--- src/design/imad_pkg.sv ---
// Shared constants and register codes for the IR obstacle moving-average detector.
package imad_pkg;

  localparam int unsigned NumCh = 4;
  localparam int unsigned ChFr  = 0;
  localparam int unsigned ChFl  = 1;
  localparam int unsigned ChBr  = 2;
  localparam int unsigned ChBl  = 3;

  localparam int unsigned GainBits    = 8;
  localparam int unsigned ThreshBits  = 13;
  localparam int unsigned CfgDataBits = 13;
  localparam int unsigned CfgIdxBits  = 3;
  localparam int unsigned GainDivisor = 100;

  localparam logic [ThreshBits-1:0] ThreshReset = 13'd850;
  localparam logic [GainBits-1:0]   GainReset   = 8'd110;

  typedef enum logic [CfgIdxBits-1:0] {
    RegDisableAll    = 3'd0,
    RegMaskBackRight = 3'd1,
    RegFrontThresh   = 3'd2,
    RegBackThresh    = 3'd3,
    RegFrontLeftGain = 3'd4
  } cfg_reg_e;

endpackage

--- src/design/imad_cell.sv ---
// One window position: holds one entry per channel and passes it to the older neighbour.
module imad_cell #(
  parameter int unsigned EntryBits = 13
) (
  input  logic                                         clk_i,
  input  logic                                         rst_ni,
  input  logic                                         shift_i,
  input  logic [imad_pkg::NumCh-1:0][EntryBits-1:0]    entry_i,
  output logic [imad_pkg::NumCh-1:0][EntryBits-1:0]    entry_o
);

  logic [imad_pkg::NumCh-1:0][EntryBits-1:0] entry_q;
  logic [imad_pkg::NumCh-1:0][EntryBits-1:0] entry_d;

  assign entry_d = shift_i ? entry_i : entry_q;

  always_ff @(posedge clk_i or negedge rst_ni) begin
    if (!rst_ni) begin
      entry_q <= '0;
    end else begin
      entry_q <= entry_d;
    end
  end

  assign entry_o = entry_q;

endmodule

--- src/design/imad_gain.sv ---
// Two-stage front-left gain: sample*gain, then floor(/100) by reciprocal, saturated.
module imad_gain #(
  parameter int unsigned SampleBits = 12
) (
  input  logic                              clk_i,
  input  logic                              en_mul_i,
  input  logic                              en_div_i,
  input  logic [SampleBits-1:0]             sample_i,
  input  logic [imad_pkg::GainBits-1:0]     gain_i,
  output logic [SampleBits:0]               scaled_o
);

  localparam int unsigned EntryBits  = SampleBits + 1;
  localparam int unsigned ProdBits   = SampleBits + imad_pkg::GainBits;
  localparam int unsigned RecipShift = ProdBits + 7;
  localparam int unsigned RecipBits  = RecipShift - 6;
  localparam int unsigned FullBits   = ProdBits + RecipBits;
  localparam int unsigned QuotBits   = ProdBits - 6;
  localparam longint unsigned RecipK =
    ((64'd1 << RecipShift) + 64'(imad_pkg::GainDivisor) - 64'd1) / 64'(imad_pkg::GainDivisor);
  localparam logic [EntryBits-1:0] EntryMax = '1;

  logic [ProdBits-1:0] prod_q;
  logic [ProdBits-1:0] prod_d;
  logic [FullBits-1:0] full;
  logic [QuotBits-1:0] quot_q;
  logic [QuotBits-1:0] quot_d;

  assign prod_d = ProdBits'(sample_i) * ProdBits'(gain_i);
  assign full   = FullBits'(prod_q) * FullBits'(RecipBits'(RecipK));
  assign quot_d = full[FullBits-1:RecipShift];

  always_ff @(posedge clk_i) begin
    if (en_mul_i) begin
      prod_q <= prod_d;
    end
    if (en_div_i) begin
      quot_q <= quot_d;
    end
  end

  assign scaled_o = (quot_q > {1'b0, EntryMax}) ? EntryMax : quot_q[EntryBits-1:0];

endmodule

--- src/design/ir_obstacle_moving_average_detector.sv ---
// Top level: IR obstacle detector with per-channel moving-average windows.
//
//  Channel  | Signals                                        | Direction
//  ---------+------------------------------------------------+----------
//  in       | in_valid_i/in_ready_o, four *_sample_i         | input
//  out      | out_valid_o/out_ready_i, *_detect_o, alarm_led_o | output
//  config   | cfg_we_i, cfg_idx_i, cfg_wdata_i               | input
//
// One transaction per cycle unless out_ready_i stalls; three register stages (gain
// multiply, reciprocal divide, window shift with running-sum compare) lie between the
// accepting edge and out_valid_o.
// Window state is a row of cells shifted together; running sums are kept per channel.
// Reset clears windows, sums and pipeline valids and loads register defaults.
// Each stage advances when empty or when the next stage advances, so bubbles collapse
// while a result waits on out_ready_i.
module ir_obstacle_moving_average_detector #(
  parameter int unsigned WINDOW_LEN  = 10,
  parameter int unsigned SAMPLE_BITS = 12
) (
  input  logic                                 clk_i,
  input  logic                                 rst_ni,
  input  logic                                 in_valid_i,
  output logic                                 in_ready_o,
  input  logic [SAMPLE_BITS-1:0]               front_right_sample_i,
  input  logic [SAMPLE_BITS-1:0]               front_left_sample_i,
  input  logic [SAMPLE_BITS-1:0]               back_right_sample_i,
  input  logic [SAMPLE_BITS-1:0]               back_left_sample_i,
  output logic                                 out_valid_o,
  input  logic                                 out_ready_i,
  output logic                                 front_detect_o,
  output logic                                 back_detect_o,
  output logic                                 alarm_led_o,
  input  logic                                 cfg_we_i,
  input  logic [imad_pkg::CfgIdxBits-1:0]      cfg_idx_i,
  input  logic [imad_pkg::CfgDataBits-1:0]     cfg_wdata_i
);

  localparam int unsigned EntryBits = SAMPLE_BITS + 1;
  localparam int unsigned SumBits   = EntryBits + $clog2(WINDOW_LEN);
  localparam int unsigned LimBits   = imad_pkg::ThreshBits + $clog2(WINDOW_LEN + 1);
  localparam int unsigned CmpBits   = (SumBits > LimBits) ? SumBits : LimBits;
  localparam int unsigned NumCh     = imad_pkg::NumCh;

  // configuration
  logic                              disable_q;
  logic                              mask_br_q;
  logic [imad_pkg::ThreshBits-1:0]   front_thr_q;
  logic [imad_pkg::ThreshBits-1:0]   back_thr_q;
  logic [imad_pkg::GainBits-1:0]     gain_q;

  always_ff @(posedge clk_i or negedge rst_ni) begin
    if (!rst_ni) begin
      disable_q   <= 1'b0;
      mask_br_q   <= 1'b0;
      front_thr_q <= imad_pkg::ThreshReset;
      back_thr_q  <= imad_pkg::ThreshReset;
      gain_q      <= imad_pkg::GainReset;
    end else if (cfg_we_i) begin
      unique case (imad_pkg::cfg_reg_e'(cfg_idx_i))
        imad_pkg::RegDisableAll:    disable_q   <= cfg_wdata_i[0];
        imad_pkg::RegMaskBackRight: mask_br_q   <= cfg_wdata_i[0];
        imad_pkg::RegFrontThresh:   front_thr_q <= cfg_wdata_i[imad_pkg::ThreshBits-1:0];
        imad_pkg::RegBackThresh:    back_thr_q  <= cfg_wdata_i[imad_pkg::ThreshBits-1:0];
        imad_pkg::RegFrontLeftGain: gain_q      <= cfg_wdata_i[imad_pkg::GainBits-1:0];
        default: ;
      endcase
    end
  end

  // pipeline control
  logic v1_q, v2_q, ov_q;
  logic rdy1, rdy2, rdy3;
  logic fire_in, fire2, fire3;
  logic dis1_q, dis2_q;

  assign rdy3    = !ov_q || out_ready_i;
  assign rdy2    = !v2_q || rdy3;
  assign rdy1    = !v1_q || rdy2;
  assign fire_in = in_valid_i && rdy1;
  assign fire2   = v1_q && rdy2;
  assign fire3   = v2_q && rdy3;

  always_ff @(posedge clk_i or negedge rst_ni) begin
    if (!rst_ni) begin
      v1_q <= 1'b0;
      v2_q <= 1'b0;
      ov_q <= 1'b0;
    end else begin
      if (rdy1) begin
        v1_q <= in_valid_i;
      end
      if (rdy2) begin
        v2_q <= v1_q;
      end
      if (rdy3) begin
        ov_q <= v2_q;
      end
    end
  end

  // payload stages
  logic [SAMPLE_BITS-1:0] fr1_q, br1_q, bl1_q;
  logic [SAMPLE_BITS-1:0] fr2_q, br2_q, bl2_q;
  logic [EntryBits-1:0]   fl_scaled;

  always_ff @(posedge clk_i) begin
    if (fire_in) begin
      fr1_q  <= front_right_sample_i;
      br1_q  <= back_right_sample_i;
      bl1_q  <= back_left_sample_i;
      dis1_q <= disable_q;
    end
    if (fire2) begin
      fr2_q  <= fr1_q;
      br2_q  <= br1_q;
      bl2_q  <= bl1_q;
      dis2_q <= dis1_q;
    end
  end

  imad_gain #(
    .SampleBits(SAMPLE_BITS)
  ) u_gain (
    .clk_i    (clk_i),
    .en_mul_i (fire_in),
    .en_div_i (fire2),
    .sample_i (front_left_sample_i),
    .gain_i   (gain_q),
    .scaled_o (fl_scaled)
  );

  // window cells
  logic                                 shift;
  logic [NumCh-1:0][EntryBits-1:0]      chain [WINDOW_LEN+1];

  assign shift = fire3 && !dis2_q;

  assign chain[WINDOW_LEN][imad_pkg::ChFr] = {1'b0, fr2_q};
  assign chain[WINDOW_LEN][imad_pkg::ChFl] = fl_scaled;
  assign chain[WINDOW_LEN][imad_pkg::ChBr] = {1'b0, br2_q};
  assign chain[WINDOW_LEN][imad_pkg::ChBl] = {1'b0, bl2_q};

  for (genvar g = 0; g < WINDOW_LEN; g++) begin : g_cell
    imad_cell #(
      .EntryBits(EntryBits)
    ) u_cell (
      .clk_i   (clk_i),
      .rst_ni  (rst_ni),
      .shift_i (shift),
      .entry_i (chain[g+1]),
      .entry_o (chain[g])
    );
  end

  // running sums and compare
  logic [NumCh-1:0][SumBits-1:0] sum_q, sum_d;
  logic [NumCh-1:0]              over;
  logic [CmpBits-1:0]            front_lim, back_lim;
  logic                          front, back;

  assign front_lim = CmpBits'(front_thr_q) * CmpBits'(WINDOW_LEN);
  assign back_lim  = CmpBits'(back_thr_q) * CmpBits'(WINDOW_LEN);

  always_comb begin
    for (int c = 0; c < NumCh; c++) begin
      sum_d[c] = sum_q[c] + SumBits'(chain[WINDOW_LEN][c]) - SumBits'(chain[0][c]);
    end
  end

  assign over[imad_pkg::ChFr] = CmpBits'(sum_d[imad_pkg::ChFr]) > front_lim;
  assign over[imad_pkg::ChFl] = CmpBits'(sum_d[imad_pkg::ChFl]) > front_lim;
  assign over[imad_pkg::ChBr] = CmpBits'(sum_d[imad_pkg::ChBr]) > back_lim;
  assign over[imad_pkg::ChBl] = CmpBits'(sum_d[imad_pkg::ChBl]) > back_lim;

  assign front = !dis2_q && (over[imad_pkg::ChFr] || over[imad_pkg::ChFl]);
  assign back  = !dis2_q && (over[imad_pkg::ChBl] || (!mask_br_q && over[imad_pkg::ChBr]));

  always_ff @(posedge clk_i or negedge rst_ni) begin
    if (!rst_ni) begin
      sum_q <= '0;
    end else if (shift) begin
      sum_q <= sum_d;
    end
  end

  logic front_q, back_q, alarm_q;

  always_ff @(posedge clk_i) begin
    if (fire3) begin
      front_q <= front;
      back_q  <= back;
      alarm_q <= front || back;
    end
  end

  assign in_ready_o     = rdy1;
  assign out_valid_o    = ov_q;
  assign front_detect_o = front_q;
  assign back_detect_o  = back_q;
  assign alarm_led_o    = alarm_q;

endmodule
--- config.mk ---
export PLATFORM = sky130hd
export DESIGN_NAME = ir_obstacle_moving_average_detector
export DESIGN_NICKNAME = d
export VERILOG_FILES = /design/src/design/imad_pkg.sv /design/src/design/imad_cell.sv /design/src/design/imad_gain.sv /design/src/design/ir_obstacle_moving_average_detector.sv
export SDC_FILE = /design/constraint.sdc
export NUM_CORES = 2
export LEC_CHECK = 0
export ABC_AREA = 1
export BUFFER_PORTS_ARGS = -buffer_cell sky130_fd_sc_hd__buf_4
export CAP_MARGIN = 10
export CORE_MARGIN = 1
export CORE_UTILIZATION = 32
export DETAILED_ROUTE_END_ITERATION = 8
export PLACE_DENSITY = 0.56
export SETUP_SLACK_MARGIN = 0.15
export SLEW_MARGIN = 20
export SYNTH_ARGS = -nofsm -noshare
export SYNTH_HDL_FRONTEND = slang
export SYNTH_SLANG_ARGS = --single-unit
--- constraint.sdc ---
create_clock -name clk_i -period 8.7 [get_ports clk_i]
set_clock_uncertainty 0.15 [all_clocks]
set_input_delay 1.305 -clock clk_i [delete_from_list [all_inputs] [get_ports clk_i]]
set_output_delay 1.305 -clock clk_i [all_outputs]
set_load 0.1 [all_outputs]
After elaboration in Yosys (flattened, before gate mapping)
Index checks and enable logic that the tools add are counted.
Widths: inputs -> output; s select.

operators by class
  reductions and logical operators = 24
  $mul = 4
  shifts and indexed selects = 0
  bitwise logic cells = 0
  order comparisons = 5
  muxes and demuxes = 1
  div/mod/pow operators = 0
  equality and inequality tests = 4
  $add $sub $neg = 8

operators by type and width
  cell                    number
  $gt 17x17->1            4
  $add 17x12->17          3
  $sub 17x12->17          3
  $mul 20x20->40 const B  1
  $mul 13x3->16 const B   2
  $mul 12x8->20           1
  $add 17x13->17          1
  $sub 17x13->17          1
  $gt 14x13->1 const B    1
  $mux 13                 1
  $reduce_and 2->1        5
  $logic_and 1x1->1       7
  $eq 3x2->1 const B      2
  $logic_or 1x1->1        6
  $logic_not 1->1         5
  $eq 3x1->1 const B      1
  $eq 3x3->1 const B      1
  $logic_not 3->1         1

storage, ports and cells
  input port bits = 69
  output and inout bits = 5
  bits in latches = 0
  bits in writable memories = 0
  bits in read-only memories = 0
  bits in registers = 708
  memories = 0
  logic and storage cells = 111

Longest topological paths before layout
  word-level depth = 8
  gate-level depth with buffers = 25
  depth with buffers taken out = 25

Cells and area by module
Synthesis repeated with hierarchy kept, for this count alone.

second synthesis, totals
  cells, all modules = 5,590
  area total of the unflattened synthesis = 48,193.7 µm²

modules (own cells, without submodules)
  module                               times used  area an instance (µm²)  cells an instance  seq. area each (µm²)
  imad_cell                            10          2,074.5                 220                1,301.2
  ir_obstacle_moving_average_detector  1           14,561.5                1,787              5,008.6
  imad_gain                            1           12,887.4                1,603              1,021.0

Worst setup path before layout
OpenSTA, ideal clock, no wires.

  path kind = flip-flop to flip-flop
  start = register u_gain.prod_q[13]
  end = register u_gain.quot_q[13], data pin
  data required time = 8.298 ns
  stages on the path, launching flop included = 20
  path slack = 3.315 ns
  path buffers = 0
  arrival = 4.983 ns
  cell sequence = edfxtp_1 ha_1 fa_1 fa_1 inv_1 fa_1 inv_1 fa_1 inv_1 fa_1 fa_1 inv_1 ha_1 nand2_1 nor2_1 nand2_1 nor3_2 nor2_1 nand3b_1 nand2_1

between the ends
  cells in the longest elaborated chain, start to end = 1

ends and longest elaborated chain
  what                      line             RTL
  start: declaration        imad_gain.sv:23  logic [ProdBits-1:0] prod_q;
  start signal: assignment  imad_gain.sv:35  prod_q <= prod_d;
  $mul 20x20->40            imad_gain.sv:30  assign full = FullBits'(prod_q) * FullBits'(RecipBits'(RecipK));
  net u_gain.full[40]       imad_gain.sv:25  logic [FullBits-1:0] full;
  end signal: assignment    imad_gain.sv:38  quot_q <= quot_d;
  end: declaration          imad_gain.sv:26  logic [QuotBits-1:0] quot_q;

The timed path passes the listed nets, and every way through them passes these cells.
A chain may end at the register's enable or synchronous reset.

Worst setup path after layout
  start = register u_gain.prod_q[13]
  end = register u_gain.quot_q[3], data pin

The elaborated chain is that of the path after synthesis.

==> impl_metrics.ini <==
[placed_design]
place_hpwl_um = 74200
gp_congestion = 0.864
placed_cells = 6793
io_buffers = 73

[synth]
synthSimpleGateAreaFrac_pct = 19.0
yosysUniqueCellTypes = 44
syn_area_um2 = 44400
synthFlopType = dfrtp_1
ys_seq_elements = 708
synth_fa_ha_area_share_pct = 23.8
syn_avg_cell_area_um2 = 8.78
yosysSeqAreaShare_pct = 41.2
synth-async-reset-ratio_pct = 84.3
synth_warnings = 0
syn_nets = 5822
synth_top_family_by_area = adder cells
synth_compound_area_share_pct = 6.47
syn_inst = 5061
synth-edff-count = 111
synth_xor_area_share_pct = 1.53
muxShareOfSynthArea_pct = 0

[run_status]
status = finished clean

[clock_network]
cts_setup_buffers = 0
root_buffer = clkbuf_16
cts.sinks = 708
cts_buffers = 81
cts_max_level = 3
clk_latency_ps = 660
tritoncts = built
cts_max_path_buffers = 3
postCtsResizedCells = 0
clk_pin_slew_ps = 60
hold_buffers = 0

[grt]
grt_max_degree = 229
grt_pass1_vias = 31300
antenna_found_initial = 0
grt_pass1_wl_um = 168000
track_usage_pct = 14.7
grt_overflow = 0

[floorplan]
fp-row-count = 136
die_y_um = 375
fp.dieW_um = 375
die_area_um2 = 140000
fp.coreArea_um2 = 138000
initial_core_util_pct = 32.3
pin_count = 74

[cells_and_area]
drive_above_1_share_pct = 5.11
diodes = 0
n_fill_cell = 14100
areaGrowthSynthToFinish_pct = 11.3
instances_no_fill = 6943
nets = 5843

[sta]
finalHoldViolCount = 0
tightest_slew_ps = 1050
period_minus_slack_ps = 6010
fmax_ghz = 0.166
setup_violations = 0
slew_violations = 0
rsz0062_at_grt = no
tns_ps = 0
worst_slew_margin_rel_pct = 30.1
timing.final.crit_share_pct = 69.0

[detailed_routing]
first_iter_violations = 1884
routed_via_density = 4.48
ant_nets = 0
wl_per_cell_um = 14.4
drc_errors = 0
drt-total-wl_um = 100000
vias = 31100
dr.pass1.iters = 5

[critical_path]
worstRegToRegCells = 21
cp-start-kind = register
crit_fanout = 9
cp_data_required_time_ps = 8970
crit_path_frequent_cell = fa_1
critPathSlowestCell = edfxtp_1
r2r_end = u_gain.quot_q[3]$_DFFE_PP_
slowest_delay_ps = 710
end_kind = register
reg2reg_slack_ps = 2690
cp.arrival_ps = 6270
reg2reg_from = u_gain.prod_q[13]$_DFFE_PP_
worstSetupPathType = register to register
path_cells = ha_1 > fa_1 > fa_1 > inv_1 > fa_1 > inv_1 > fa_1 > inv_1 > fa_1 > fa_1 > inv_1 > ha_1 > nand2_1 > nor2_1 > inv_1 > nor3_1 > nand2_1 > nand2_1 > nand2_1 > nand3_1 > nand2_1

[run]
cap_violations = 0

[min_path]
hold_depth = 0
min_path_type = register to register
min_from = fr1_q[7]$_DFFE_PP_
hold_end = fr2_q[7]$_DFFE_PP_
how the worst max path moves through the flow:
stage | end | from | cells past startpoint | slack (ps)
detailed placement | u_gain.quot_q[11]$_DFFE_PP_ | u_gain.prod_q[13]$_DFFE_PP_ | 21 | 2710
floorplan | u_gain.quot_q[13]$_DFFE_PP_ | u_gain.prod_q[13]$_DFFE_PP_ | 19 | 3310
CTS | u_gain.quot_q[11]$_DFFE_PP_ | u_gain.prod_q[13]$_DFFE_PP_ | 21 | 2700
global route | u_gain.quot_q[3]$_DFFE_PP_ | u_gain.prod_q[13]$_DFFE_PP_ | 21 | 2320
finish | u_gain.quot_q[3]$_DFFE_PP_ | u_gain.prod_q[13]$_DFFE_PP_ | 21 | 2690
global placement | u_gain.quot_q[11]$_DFFE_PP_ | u_gain.prod_q[13]$_DFFE_PP_ | 21 | 2720
cells by family (layout without fill, tap and decap cells):
kind of cell	Yosys count	in the layout
buffers and inverters	907	995
XOR/XNOR	76	76
adder cells (fa/ha/maj)	692	692
flip-flops	708	708
AND/OR/NAND/NOR	2132	2132
AO/OA/AOI/OAI	546	546
routing by layer:
layer  vias up  share of wire (%)  wire length, um  GRT usage, %
met1     14800                 51            51400          21.8
li1      15800                  -                -             -
met3       108                3.6             3600          2.32
met5         -                  0                0             0
met2       398                 43            43200          22.2
met4         0                1.9             1950          3.33
area by class of cell:
type	count	area, um^2	share of cell area [%]
clock inverters	37	468	0.947
repair buffers	87	723	1.46
flip-flops and latches	708	18300	37.0
inverters	758	2850	5.77
clock buffers	113	2300	4.65
multi-input cells	3446	22600	45.6
well taps	1794	2240	4.54
flip-flops by register name, indices dropped and copies added (netlist names):
| signal | cells |
|---|---|
| g_cell.u_cell.entry_o | 490 |
| sum_q | 68 |
| u_gain.prod_q | 20 |
| u_gain.quot_q | 14 |
| back_thr_q | 13 |
| front_thr_q | 13 |
| bl1_q | 12 |
| bl2_q | 12 |
| br1_q | 12 |
| br2_q | 12 |
| fr1_q | 12 |
| fr2_q | 12 |
| gain_q | 8 |
| alarm_led_o | 1 |
| back_detect_o | 1 |
| dis1_q | 1 |
| dis2_q | 1 |
| disable_q | 1 |
| front_detect_o | 1 |
| mask_br_q | 1 |
| out_valid_o | 1 |
| v1_q | 1 |
| v2_q | 1 |
cell usage after synthesis, types with 2 or more instances:
| master | count | area share, % |
|---|---|---|
| a21boi_0 | 2 | 0.034 |
| a21o_1 | 15 | 0.25 |
| a21oi_1 | 174 | 2.0 |
| and2_1 | 20 | 0.28 |
| buf_2 | 79 | 0.89 |
| buf_4 | 13 | 0.22 |
| buf_6 | 2 | 0.051 |
| clkbuf_1 | 48 | 0.41 |
| clkbuf_2 | 7 | 0.079 |
| dfrtp_1 | 582 | 33 |
| dfstp_2 | 15 | 0.89 |
| edfxtp_1 | 111 | 7.5 |
| fa_1 | 255 | 11 |
| ha_1 | 437 | 12 |
| inv_1 | 755 | 6.4 |
| inv_2 | 3 | 0.025 |
| nand2_1 | 1771 | 15 |
| nand2_2 | 7 | 0.099 |
| nand3_1 | 111 | 1.3 |
| nand3_2 | 2 | 0.045 |
| nand3b_1 | 11 | 0.19 |
| nand4_1 | 27 | 0.38 |
| nor2_1 | 136 | 1.1 |
| nor2_2 | 3 | 0.042 |
| nor3_1 | 23 | 0.26 |
| nor4_1 | 2 | 0.028 |
| o2111ai_1 | 2 | 0.039 |
| o21a_1 | 9 | 0.15 |
| o21ai_0 | 303 | 3.4 |
| o21ai_1 | 18 | 0.20 |
| o21bai_1 | 17 | 0.29 |
| or2_1 | 5 | 0.070 |
| or2_2 | 12 | 0.17 |
| xnor2_1 | 18 | 0.35 |
| xor2_1 | 56 | 1.1 |
| xor2_2 | 2 | 0.073 |
stage by stage:
step | instance area [um^2] | worst slack, ps | utilization (%) | hold WS (ps)
2_1_floorplan | 44400 | 3310 | - | 250
3_3_place_gp | 46700 | 2720 | 33.9 | 253
3_5_place_dp | 46700 | 2710 | 33.9 | 255
4_1_cts | 49400 | 2700 | 35.9 | 266
5_1_grt | 49400 | 2320 | 35.9 | 278
6_report | 49400 | 2690 | 35.9 | 265
critical path: cells and delay by family (launching register included):
| kind | cells | cell delay (ps) |
|---|---|---|
| simple gates | 8 | 1000 |
| flops | 1 | 710 |
| buf+inv | 5 | 270 |
| fa+ha+maj | 8 | 3620 |
layout by cell type (no fill, tap or decap), types with 5 or more instances in the layout:
cell type  synthesis  routed
ha_1             437     437
edfxtp_1         111     111
nand2_1         1771    1771
clkinv_2           0      12
clkbuf_8           0      11
and2_1            20      20
nor2_1           136     136
nand4_1           27      27
fa_1             255     255
or2_2             12      12
dfstp_2           15      15
buf_12             0       5
a21oi_1          174     174
buf_4             13      81
dfrtp_1          582     582
inv_1            755     753
clkbuf_1          48      19
o21a_1             9       9
a21o_1            15      15
nand2_2            7       7
nor3_1            23      23
clkinv_1           0       6
o21ai_0          303     303
xnor2_1           18      18
bufinv_16          0       7
o21bai_1          17      17
clkbuf_16          0      83
nand3_1          111     111
xor2_1            56      56
o21ai_1           18      18
or2_1              5       5
nand3b_1          11      11
Power is left out: the tool's default activity adds up to more than one toggle a clock period on the data nets, which glitch-free logic cannot reach.
